**config.mk**
```make
export PLATFORM = sky130hd
export DESIGN_NAME = sti_frac
export DESIGN_NICKNAME = d
export VERILOG_FILES = /design/src/rtl/sti_pkg.sv /design/src/rtl/sti_frac.sv
export SDC_FILE = /design/constraint.sdc
export NUM_CORES = 1
export LEC_CHECK = 0
export BUFFER_PORTS_ARGS = -buffer_cell sky130_fd_sc_hd__buf_2
export CAP_MARGIN = 20
export CORE_UTILIZATION = 45
export DETAILED_ROUTE_END_ITERATION = 6
export GPL_ROUTABILITY_DRIVEN = 0
export SLEW_MARGIN = 20
export SYNTH_ARGS = -nofsm -noshare
export SYNTH_HDL_FRONTEND = slang
export SYNTH_SLANG_ARGS = --single-unit
```
**constraint.sdc**
```tcl
create_clock -name clock -period 21.5 [get_ports clock]
set_clock_uncertainty 0.15 [all_clocks]
set_input_delay 2.15 -clock clock [delete_from_list [all_inputs] [get_ports clock]]
set_output_delay 2.15 -clock clock [all_outputs]
set_load 0.1 [all_outputs]
```
**src/rtl/sti_pkg.sv**
```systemverilog
package sti_pkg;

   localparam int DEFAULT_TABLE_DEPTH = 256;
   localparam int DEFAULT_VALUE_WIDTH = 32;

   localparam int FIELD_WIDTH = 32;
   localparam int INDEX_FIELD_WIDTH = 8;
   localparam int COUNT_FIELD_WIDTH = 9;

   localparam logic [1:0] ACTION_LOAD     = 2'd0;
   localparam logic [1:0] ACTION_K_TO_MV  = 2'd1;
   localparam logic [1:0] ACTION_MV_TO_K  = 2'd2;

   localparam logic [1:0] STATUS_CONVERTED = 2'd0;
   localparam logic [1:0] STATUS_RANGE     = 2'd1;
   localparam logic [1:0] STATUS_LOADED    = 2'd2;

   typedef struct packed {
      logic [1:0]                   action;
      logic [INDEX_FIELD_WIDTH-1:0] entry_index;
      logic [FIELD_WIDTH-1:0]       entry_kelvin;
      logic [FIELD_WIDTH-1:0]       entry_millivolts;
      logic [FIELD_WIDTH-1:0]       query_value;
   } req_item_type;

   typedef struct packed {
      logic [1:0]             status;
      logic [FIELD_WIDTH-1:0] result_value;
   } rsp_item_type;

endpackage

```
**src/rtl/sti_frac.sv**
```systemverilog
// floor(a * t / d) for t <= d, d > 0: one quotient bit per add and reduce pair
module sti_frac import sti_pkg::*; #(
   parameter int VALUE_WIDTH = DEFAULT_VALUE_WIDTH
) (
   input  logic                   clock,
   input  logic                   reset,
   input  logic                   start,
   input  logic [VALUE_WIDTH-1:0] oper_a,
   input  logic [VALUE_WIDTH-1:0] oper_t,
   input  logic [VALUE_WIDTH-1:0] oper_d,
   output logic                   done,
   output logic [VALUE_WIDTH-1:0] quot
);

   localparam int VW  = VALUE_WIDTH;
   localparam int SW  = VW + 2;
   localparam int CW  = $clog2(VW);

   typedef enum logic [2:0] {
      F_IDLE   = 3'b001,
      F_ADD    = 3'b010,
      F_REDUCE = 3'b100
   } frac_state_type;

   frac_state_type state_ff, state_in;
   logic [VW-1:0]  a_ff, a_in;
   logic [VW-1:0]  t_ff, t_in;
   logic [VW-1:0]  d_ff, d_in;
   logic [VW:0]    d2_ff, d2_in;
   logic [VW-1:0]  r_ff, r_in;
   logic [SW-1:0]  s_ff, s_in;
   logic [VW-1:0]  q_ff, q_in;
   logic [CW-1:0]  cnt_ff, cnt_in;
   logic           done_ff, done_in;
   logic [1:0]     digit;
   logic           ge1;
   logic           ge2;

   always_ff @(posedge clock) begin
      if (reset) begin
         state_ff <= F_IDLE;
         done_ff  <= 1'b0;
      end else begin
         state_ff <= state_in;
         done_ff  <= done_in;
      end
   end

   always_ff @(posedge clock) begin
      a_ff   <= a_in;
      t_ff   <= t_in;
      d_ff   <= d_in;
      d2_ff  <= d2_in;
      r_ff   <= r_in;
      s_ff   <= s_in;
      q_ff   <= q_in;
      cnt_ff <= cnt_in;
   end

   assign ge1 = s_ff >= SW'(d_ff);
   assign ge2 = s_ff >= SW'(d2_ff);

   always_comb begin
      state_in = state_ff;
      a_in     = a_ff;
      t_in     = t_ff;
      d_in     = d_ff;
      d2_in    = d2_ff;
      r_in     = r_ff;
      s_in     = s_ff;
      q_in     = q_ff;
      cnt_in   = cnt_ff;
      done_in  = 1'b0;
      digit    = 2'd0;
      unique case (state_ff)
         F_IDLE: begin
            if (start) begin
               a_in     = oper_a;
               t_in     = oper_t;
               d_in     = oper_d;
               d2_in    = {oper_d, 1'b0};
               r_in     = '0;
               q_in     = '0;
               cnt_in   = CW'(VW - 1);
               state_in = F_ADD;
            end
         end
         F_ADD: begin
            s_in     = SW'({r_ff, 1'b0}) + (a_ff[VW-1] ? SW'(t_ff) : SW'(0));
            a_in     = {a_ff[VW-2:0], 1'b0};
            state_in = F_REDUCE;
         end
         F_REDUCE: begin
            if (ge2) begin
               r_in  = VW'(s_ff - SW'(d2_ff));
               digit = 2'd2;
            end else if (ge1) begin
               r_in  = VW'(s_ff - SW'(d_ff));
               digit = 2'd1;
            end else begin
               r_in  = VW'(s_ff);
            end
            q_in = {q_ff[VW-2:0], 1'b0} + VW'(digit);
            if (cnt_ff == '0) begin
               done_in  = 1'b1;
               state_in = F_IDLE;
            end else begin
               cnt_in   = cnt_ff - CW'(1);
               state_in = F_ADD;
            end
         end
         default: state_in = F_IDLE;
      endcase
   end

   assign done = done_ff;
   assign quot = q_ff;

endmodule

```
==> flow_summary.yaml, run 1 <==
clock_tree:
  htree_levels: 1
  cts_setup_buffers: 0
  cts_hold_buf: 0
  insertion_delay_ps: 540
  clock_sinks: 203
  cts_tree: "yes"
  cts_buffers: 24
  clock_path_buffers: 3
  cts_root_buffer: "clkbuf_16"
  cts.clk_slew.worst_paths_ps: 70
  cts_resized: 0
setup_path:
  critPathKind: "reg2reg"
  r2r-start: "s_ff[9]"
  required_ps: 21700
  r2r_end: "quot[26]"
  endpoint_kind: "flip-flop"
  arrival_ps: 5390
  r2r_slack_ps: 16320
  crit_fanout: 31
  startpoint: "s_ff[9]"
  r2r_cells: 19
  crit_path_start_kind: "flip-flop"
layout:
  mostFrequentLayoutCells: "edfxtp_1 (199), buf_2 (131), a21oi_1 (116)"
  fin_nets: 1623
  layout_commonest_cell: "edfxtp_1"
  syn_to_final_growth_pct: 13.6
  drive_above_1_share_pct: 16.3
  fin_util_pct: 52.4
  finalNonFillerCells: 1824
  diodes: 0
  final_area_um2: 15100
route:
  drtIter0Drc: 552
  via_count: 10200
  drt-pass1-iter-count: 5
  antenna_left: 0
  drc_errors: 0
  via_per_inst: 5.60
  post_drt_wl_per_cell_um: 18.3
  routed_wl_um: 33400
floorplanning:
  die-width_um: 174
  row_count: 62
  dieArea_um2: 30300
  start_util_pct: 46.1
  die_h_um: 174
  boundaryPins: 132
  core_um2: 28900
sta:
  min_period_ps: 5180
  relSlewSlack_pct: 37.8
  drv_slew: 0
  whs_ps: 363
  period_share_pct: 24.1
  fin_ws_ps: 16320
  hold_viol_final: 0
  tightest_slew_ps: 933
  setup_viol: 0
  setup-tns-final_ps: 0
  max_freq_mhz: 193
  grt_setup_unrepaired: "false"
pwr:
  ir_worst_vdd_mv: 0.0547
  leakagePower_nw: 6.10
  total_power_mw: 1.12
  power_density_nw_per_um2: 74.0
grt:
  grt_pass1_vias: 9712
  antenna_found_initial: 1
  grt_max_degree: 69
  grt_pass1_wl_um: 52400
  track_usage_pct: 21.8
  gr-total-overflow: 0
place:
  numPortBuffers: 131
  place_ws_ps: 16180
  placed_area_um2: 14300
  place_inst: 1781
  dpl.hpwl_um: 24100
synthesis:
  syn_avg_cell_area_um2: 10.2
  synthAdderAreaFrac_pct: 9.65
  synth-xor-area-share_pct: 6.57
  synth_top_family_by_area: "compound AO/OA/AOI/OAI gates"
  synth.largest_area_cell: "edfxtp_1"
  synthCells: 1307
  synth_mux_area_share_pct: 2.84
  synth_top_area_share_pct: 44.8
  synth_edf_count: 199
  synth.ff_latch_count: 203
  synth_nets: 1507
  ys_async_sr_fraction_pct: 0
  ys_seq_area_share_pct: 45.4
  synth_area_um2: 13300
  yosys-top-cells-area: "edfxtp_1 (45%), ha_1 (9.2%), a21oi_1 (4.4%), xnor2_1 (4.0%), nand2_1 (2.9%)"
  synthFlopType: "edfxtp_1"
  synth_compound_area_share_pct: 17.3
  ys_warn_count: 0
  synth.distinct_cells: 78
  synthSimpleGateAreaFrac_pct: 14.6
min_path:
  hold_depth: 1
  hp-class: "reg2reg"
  min_to: "done"
  hold_start: "cnt_ff[4]"
outcome:
  outcome: "complete, no violations"
flow_run:
  maxCapViolations: 0
==> worst max-delay path: stages, from the launching register on <==
cell	delay (ps)
edfxtp_1	420
ha_1	420
nand4_1	210
nor3_1	200
a21bo_1	240
nand4_1	190
a211oi_2	170
o211ai_1	290
nand2_2	490
inv_2	190
ha_1	190
and2_1	150
nand2_1	80
nor2_1	260
and4_1	260
nand2b_1	110
nor2_1	240
nand2_1	180
or3_1	380
a21oi_1	160
==> cell usage after synthesis, drive strengths merged (31+ instances only) <==
| cell type | n |
|---|---|
| edfxtp | 199 |
| a21oi | 117 |
| nand2 | 106 |
| nor2 | 101 |
| ha | 98 |
| inv | 72 |
| o21ai | 62 |
| xnor2 | 61 |
| xor2 | 39 |
| a21o | 38 |
| and2 | 38 |
| nand3 | 35 |
| mux2 | 31 |
==> state kept, by name, summed over array words and instances, names as in the netlist <==
name and count:
t_ff 32, cnt_ff 5, a_ff 32, state_ff 3
s_ff 34, d2_ff 32, quot 32, done 1
r_ff 32
==> how the worst max path moves through the flow <==
stage               cells past startpoint  slack, ps           to
finish                                 19      16320     quot[26]
floorplan                               5      10330  state_ff[0]
detailed placement                      8      16180  state_ff[0]
global route                           19      15880     quot[26]
CTS                                    19      16350     quot[26]
global placement                        8      16230  state_ff[0]
==> metal layers <==
layer	up-vias	track usage, %	share of wire, %
li1	5060	-	-
met1	4846	31.3	48
met2	257	34.9	46
met3	48	2.62	4.5
met4	0	5.48	2.0
met5	-	0	0
==> report_power, final <==
group | switching, mW | internal, mW | leakage, nW
clock | 0.163 | 0.257 | 0.396
combinational | 0.146 | 0.0795 | 3.78
sequential | 0.0102 | 0.465 | 1.93
total | 0.319 | 0.802 | 6.10
==> area by class of cell <==
cell class	instances	area, um2
Clock buffer	29	629
Clock inverter	14	184
Fill cell	2631	13800
Inverter	72	270
Multi-Input combinational cell	984	6820
Sequential cell	203	6060
Tap cell	384	480
Timing Repair Buffer	138	708
==> cell families after synthesis <==
| family | after synthesis |
|---|---|
| and+or+nand+nor | 398 |
| AOI/OAI and AO/OA | 351 |
| DFF | 203 |
| buffers and inverters | 120 |
| adders and majority gates | 101 |
| xor gates and xnor gates | 100 |
| muxes | 34 |
Note: power is estimated with default switching activity, not from simulation.
==> run 2: changes to the inputs <==
clock period = 5.4 ns   (was 21.5 ns; I/O delays follow)
==> flow_summary.yaml, run 2 (synthesized netlist as in run 1, its figures left out) <==
min_path:
  hp-class: "in2reg"
  hold_depth: 1
sta:
  max_freq_mhz: 217
  grt_setup_unrepaired: "false"
  hold_viol_final: 0
  setup-tns-final_ps: 0
  drv_slew: 0
  period_share_pct: 85.2
  setup_viol: 0
  min_period_ps: 4600
  relSlewSlack_pct: 36.5
  whs_ps: 22.5
  tightest_slew_ps: 953
clock_tree:
  cts.clk_slew.worst_paths_ps: 60
  cts_hold_buf: 0
  cts_buffers: 24
  cts_resized: 0
  clock_sinks: 203
  clock_path_buffers: 3
  htree_levels: 1
  cts_setup_buffers: 0
  cts_tree: "yes"
  cts_root_buffer: "clkbuf_16"
  insertion_delay_ps: 540
place:
  numPortBuffers: 131
  place_inst: 1783
  dpl.hpwl_um: 25100
grt:
  track_usage_pct: 22.5
  grt_pass1_wl_um: 54200
  antenna_found_initial: 1
  gr-total-overflow: 0
  grt_max_degree: 66
  grt_pass1_vias: 10100
layout:
  regArea_um2: 6060
  fin_nets: 1625
  nFillCells: 2672
  largest_reg_flops: 34
  drive_above_1_share_pct: 16.4
  top_register: "s_ff"
  multi_input_area_um2: 6820
  finalNonFillerCells: 1827
  mostFrequentLayoutCells: "edfxtp_1 (199), buf_2 (131), a21oi_1 (116)"
  layout_commonest_cell: "edfxtp_1"
  syn_to_final_growth_pct: 13.3
  diodes: 0
outcome:
  outcome: "complete, no violations"
setup_path:
  required_ps: 5630
  crit_fanout: 6
  critPathKind: "reg2reg"
  r2r_cells: 19
  endpoint_kind: "flip-flop"
  crit_path_start_kind: "flip-flop"
  r2r_slack_ps: 800
  critical_path.top_delay_family: "simple AND/OR/NAND/NOR gates"
  worstPathCellList: "ha_1 > nand4_1 > nor3_1 > a21bo_1 > nand4_1 > a211oi_2 > o211ai_1 > nand2_2 > inv_2 > ha_1 > and2_1 > nand2_1 > nor2_1 > and4_1 > nand2b_1 > nor2_1 > nand2_1 > or3_1 > a21oi_1"
  critPathBufInv: 1
  arrival_ps: 4830
  path_depth: 19
  max_stage_delay_ps: 430
  cp_slowest_cell: "ha_1"
route:
  via_per_inst: 5.66
  post_drt_wl_per_cell_um: 18.8
  via_count: 10300
  antenna_left: 0
  drc_errors: 0
  routed_wl_um: 34300
  drt-pass1-iter-count: 4
  drtIter0Drc: 620
pwr:
  ir_worst_vdd_mv: 0.226
  power_density_nw_per_um2: 290
  leakagePower_nw: 6.09
flow_run:
  maxCapViolations: 0
floorplanning:
  dieArea_um2: 30300
  die_h_um: 174
  die-width_um: 174
  start_util_pct: 46.1
  row_count: 62
  boundaryPins: 132
  core_um2: 28900
## run 2: cell count changes in the layout (fill, tap and decap cells not counted)
cell / before / now
buf_4: 7 / 9
bufinv_16: 4 / 2
clkbuf_1: 4 / 6
clkbuf_8: 1 / 0
clkinv_1: 3 / 2
clkinv_2: 4 / 8
clkinvlp_4: 1 / 0
## run 2: layout make-up
cell class	count	area share (%)
timing repair buffer	140	4.79
multi-input combinational	984	45.2
sequential	203	40.1
tap	384	3.18
inverter	72	1.79
clock inverter	14	0.878
clock buffer	30	4.12
## run 2: final timing paths
kind | startpoint | to
worst max register to register | s_ff[9] | quot[30]
worst min-delay path | oper_t[1] | t_ff[1]
worst min register to register | cnt_ff[4] | done
worst max-delay path | s_ff[9] | quot[30]
## run 2: power by group
group,internal (mW),switching [mW]
clock network,0.916,0.668
registers,1.85,0.0427
logic,0.319,0.589
## run 2: layer usage
layer,up-vias,routed length [um],GRT usage (%),share of wire (%)
li1,5072,-,-,-
met4,2,1020,7.02,3.0
met1,4888,15600,30.9,46
met2,309,15600,36.6,46
met5,-,13,0,0.038
met3,63,1950,3.46,5.7
## run 2: worst register-to-register path, delay by kind of cell, from the launching register on
kind	cells	cell delay (ps)
AO/OA/AOI/OAI	4	830
AND/OR/NAND/NOR	12	2390
adder cells (fa/ha/maj)	2	600
buffers and inverters	1	70
flip-flops	1	420
## run 2: through the flow
stage	instance area, um2	utilization, %	power (mW)	worst slack, ps
3_5_place_dp	14400	49.6	2.82	871
6_report	15100	52.2	4.39	799
5_1_grt	15100	52.2	4.58	399
3_3_place_gp	14400	49.6	2.82	999
4_1_cts	15100	52.2	4.42	800
2_1_floorplan	13400	-	2.59	375
==> run 3: changes to the inputs <==
--- a/config.mk
+++ b/config.mk
@@ -9,5 +9,6 @@
 export CAP_MARGIN = 20
-export CORE_UTILIZATION = 45
+export CORE_UTILIZATION = 57
 export DETAILED_ROUTE_END_ITERATION = 6
 export GPL_ROUTABILITY_DRIVEN = 0
+export PLACE_DENSITY = 0.77
 export SLEW_MARGIN = 20
--- a/constraint.sdc
+++ b/constraint.sdc
@@ -4,2 +4,2 @@
 set_output_delay 0.54 -clock clock [all_outputs]
-set_load 0.1 [all_outputs]
+set_load 0.01 [all_outputs]
==> flow_summary.yaml, run 3 (synthesized netlist as in run 1, its figures left out) <==
flow_run:
  maxCapViolations: 0
grt:
  grt_max_degree: 70
  gr-total-overflow: 0
  grt_pass1_wl_um: 51400
  grt_pass1_vias: 10100
  antenna_found_initial: 1
  track_usage_pct: 26.9
route:
  drc_errors: 0
  routed_wl_um: 32300
  dr_wl_met3_um: 2180
  antenna_left: 0
  post_drt_wl_per_cell_um: 18.4
  via_per_inst: 5.99
  dr_wl_met2_um: 14700
  highest_layer: "met4"
  wl_met1_um: 14400
  drtIter0Drc: 921
  via_count: 10500
  drt-pass1-iter-count: 5
floorplanning:
  row_count: 55
  boundaryPins: 132
  core_um2: 22800
  start_util_pct: 58.5
  die-width_um: 155
  die_h_um: 155
  dieArea_um2: 24000
setup_path:
  crit_fanout: 5
  required_ps: 5600
  critPathBufInv: 1
  worstPathCellList: "ha_1 > nand4_1 > nor3_1 > a21bo_1 > nand4_1 > a211oi_2 > o211ai_1 > nand2_2 > inv_2 > ha_1 > and2_1 > nand2_1 > nor2_1 > and4_1 > nand2b_1 > nor2_1 > nand2_1 > or3_1 > a21oi_1"
  cp_slowest_cell: "edfxtp_1"
  critPathKind: "reg2reg"
  critical_path.top_delay_family: "simple AND/OR/NAND/NOR gates"
  arrival_ps: 4810
  endpoint_kind: "flip-flop"
  crit_path_start_kind: "flip-flop"
  max_stage_delay_ps: 430
clock_tree:
  cts_setup_buffers: 0
  clock_sinks: 203
  cts.clk_slew.worst_paths_ps: 60
  cts_hold_buf: 0
  cts_root_buffer: "clkbuf_16"
  htree_levels: 1
  cts_tree: "yes"
  insertion_delay_ps: 520
  cts_resized: 0
  cts_buffers: 23
  clock_path_buffers: 3
sta:
  tightest_slew_ps: 956
  min_period_ps: 4610
  drv_slew: 0
  hold_viol_final: 0
  grt_setup_unrepaired: "false"
  max_freq_mhz: 217
  relSlewSlack_pct: 36.2
  period_share_pct: 85.4
  setup_viol: 0
  setup-tns-final_ps: 0
layout:
  syn_to_final_growth_pct: 12.6
  top_register: "s_ff"
  largest_reg_flops: 34
  finalNonFillerCells: 1752
  layout_commonest_cell: "edfxtp_1"
  drive_above_1_share_pct: 16.4
  nFillCells: 1759
  mostFrequentLayoutCells: "edfxtp_1 (199), buf_2 (131), a21oi_1 (116)"
  fin_util_pct: 65.9
  fin_nets: 1621
place:
  numPortBuffers: 131
  place_inst: 1709
  dpl.hpwl_um: 23200
pwr:
  power_density_nw_per_um2: 288
  ir_worst_vdd_mv: 0.260
  leakagePower_nw: 6.08
min_path:
  hp-class: "in2reg"
outcome:
  outcome: "complete, no violations"
## run 3: path summary, 6_finish.rpt
kind	from	slack, ps	to	cells past startpoint
worst max-delay path	s_ff[6]	790	quot[26]	19
worst min-delay path	oper_t[17]	50	t_ff[17]	1
worst max register to register	s_ff[6]	790	quot[26]	19
worst min register to register	cnt_ff[4]	350	done	1
## run 3: power by group
group	switching, mW	total, mW	internal [mW]
Combinational	0.486	0.804	0.317
Sequential	0.0450	1.90	1.85
Clock	0.646	1.62	0.972
Total	1.18	4.32	3.14
## run 3: per-layer routing
layer,track usage (%),vias up
met2,43.2,398
li1,-,5065
met5,0,-
met3,3.62,70
met1,37.5,4953
met4,9.67,0
## run 3: final cells by class
type	instances	area, um2	area share [%]
Tap cell	313	392	2.61
Inverter	72	270	1.80
Timing Repair Buffer	137	701	4.66
Sequential cell	203	6060	40.3
Clock buffer	24	579	3.86
Antenna cell	1	2.50	0.0167
Multi-Input combinational cell	984	6820	45.4
Clock inverter	18	198	1.32
## run 3: metrics by stage
| step | instance area [um2] | total power, mW | hold WS (ps) | setup WS, ps |
|---|---|---|---|---|
| 3_5_place_dp | 14200 | 2.71 | 347 | 865 |
| 6_report | 15000 | 4.32 | 47.6 | 789 |
| 3_3_place_gp | 14200 | 2.70 | 338 | 1060 |
| 2_1_floorplan | 13400 | 2.50 | 315 | 375 |
| 4_1_cts | 15000 | 4.32 | 27.6 | 814 |
| 5_1_grt | 15000 | 4.48 | 28.9 | 350 |
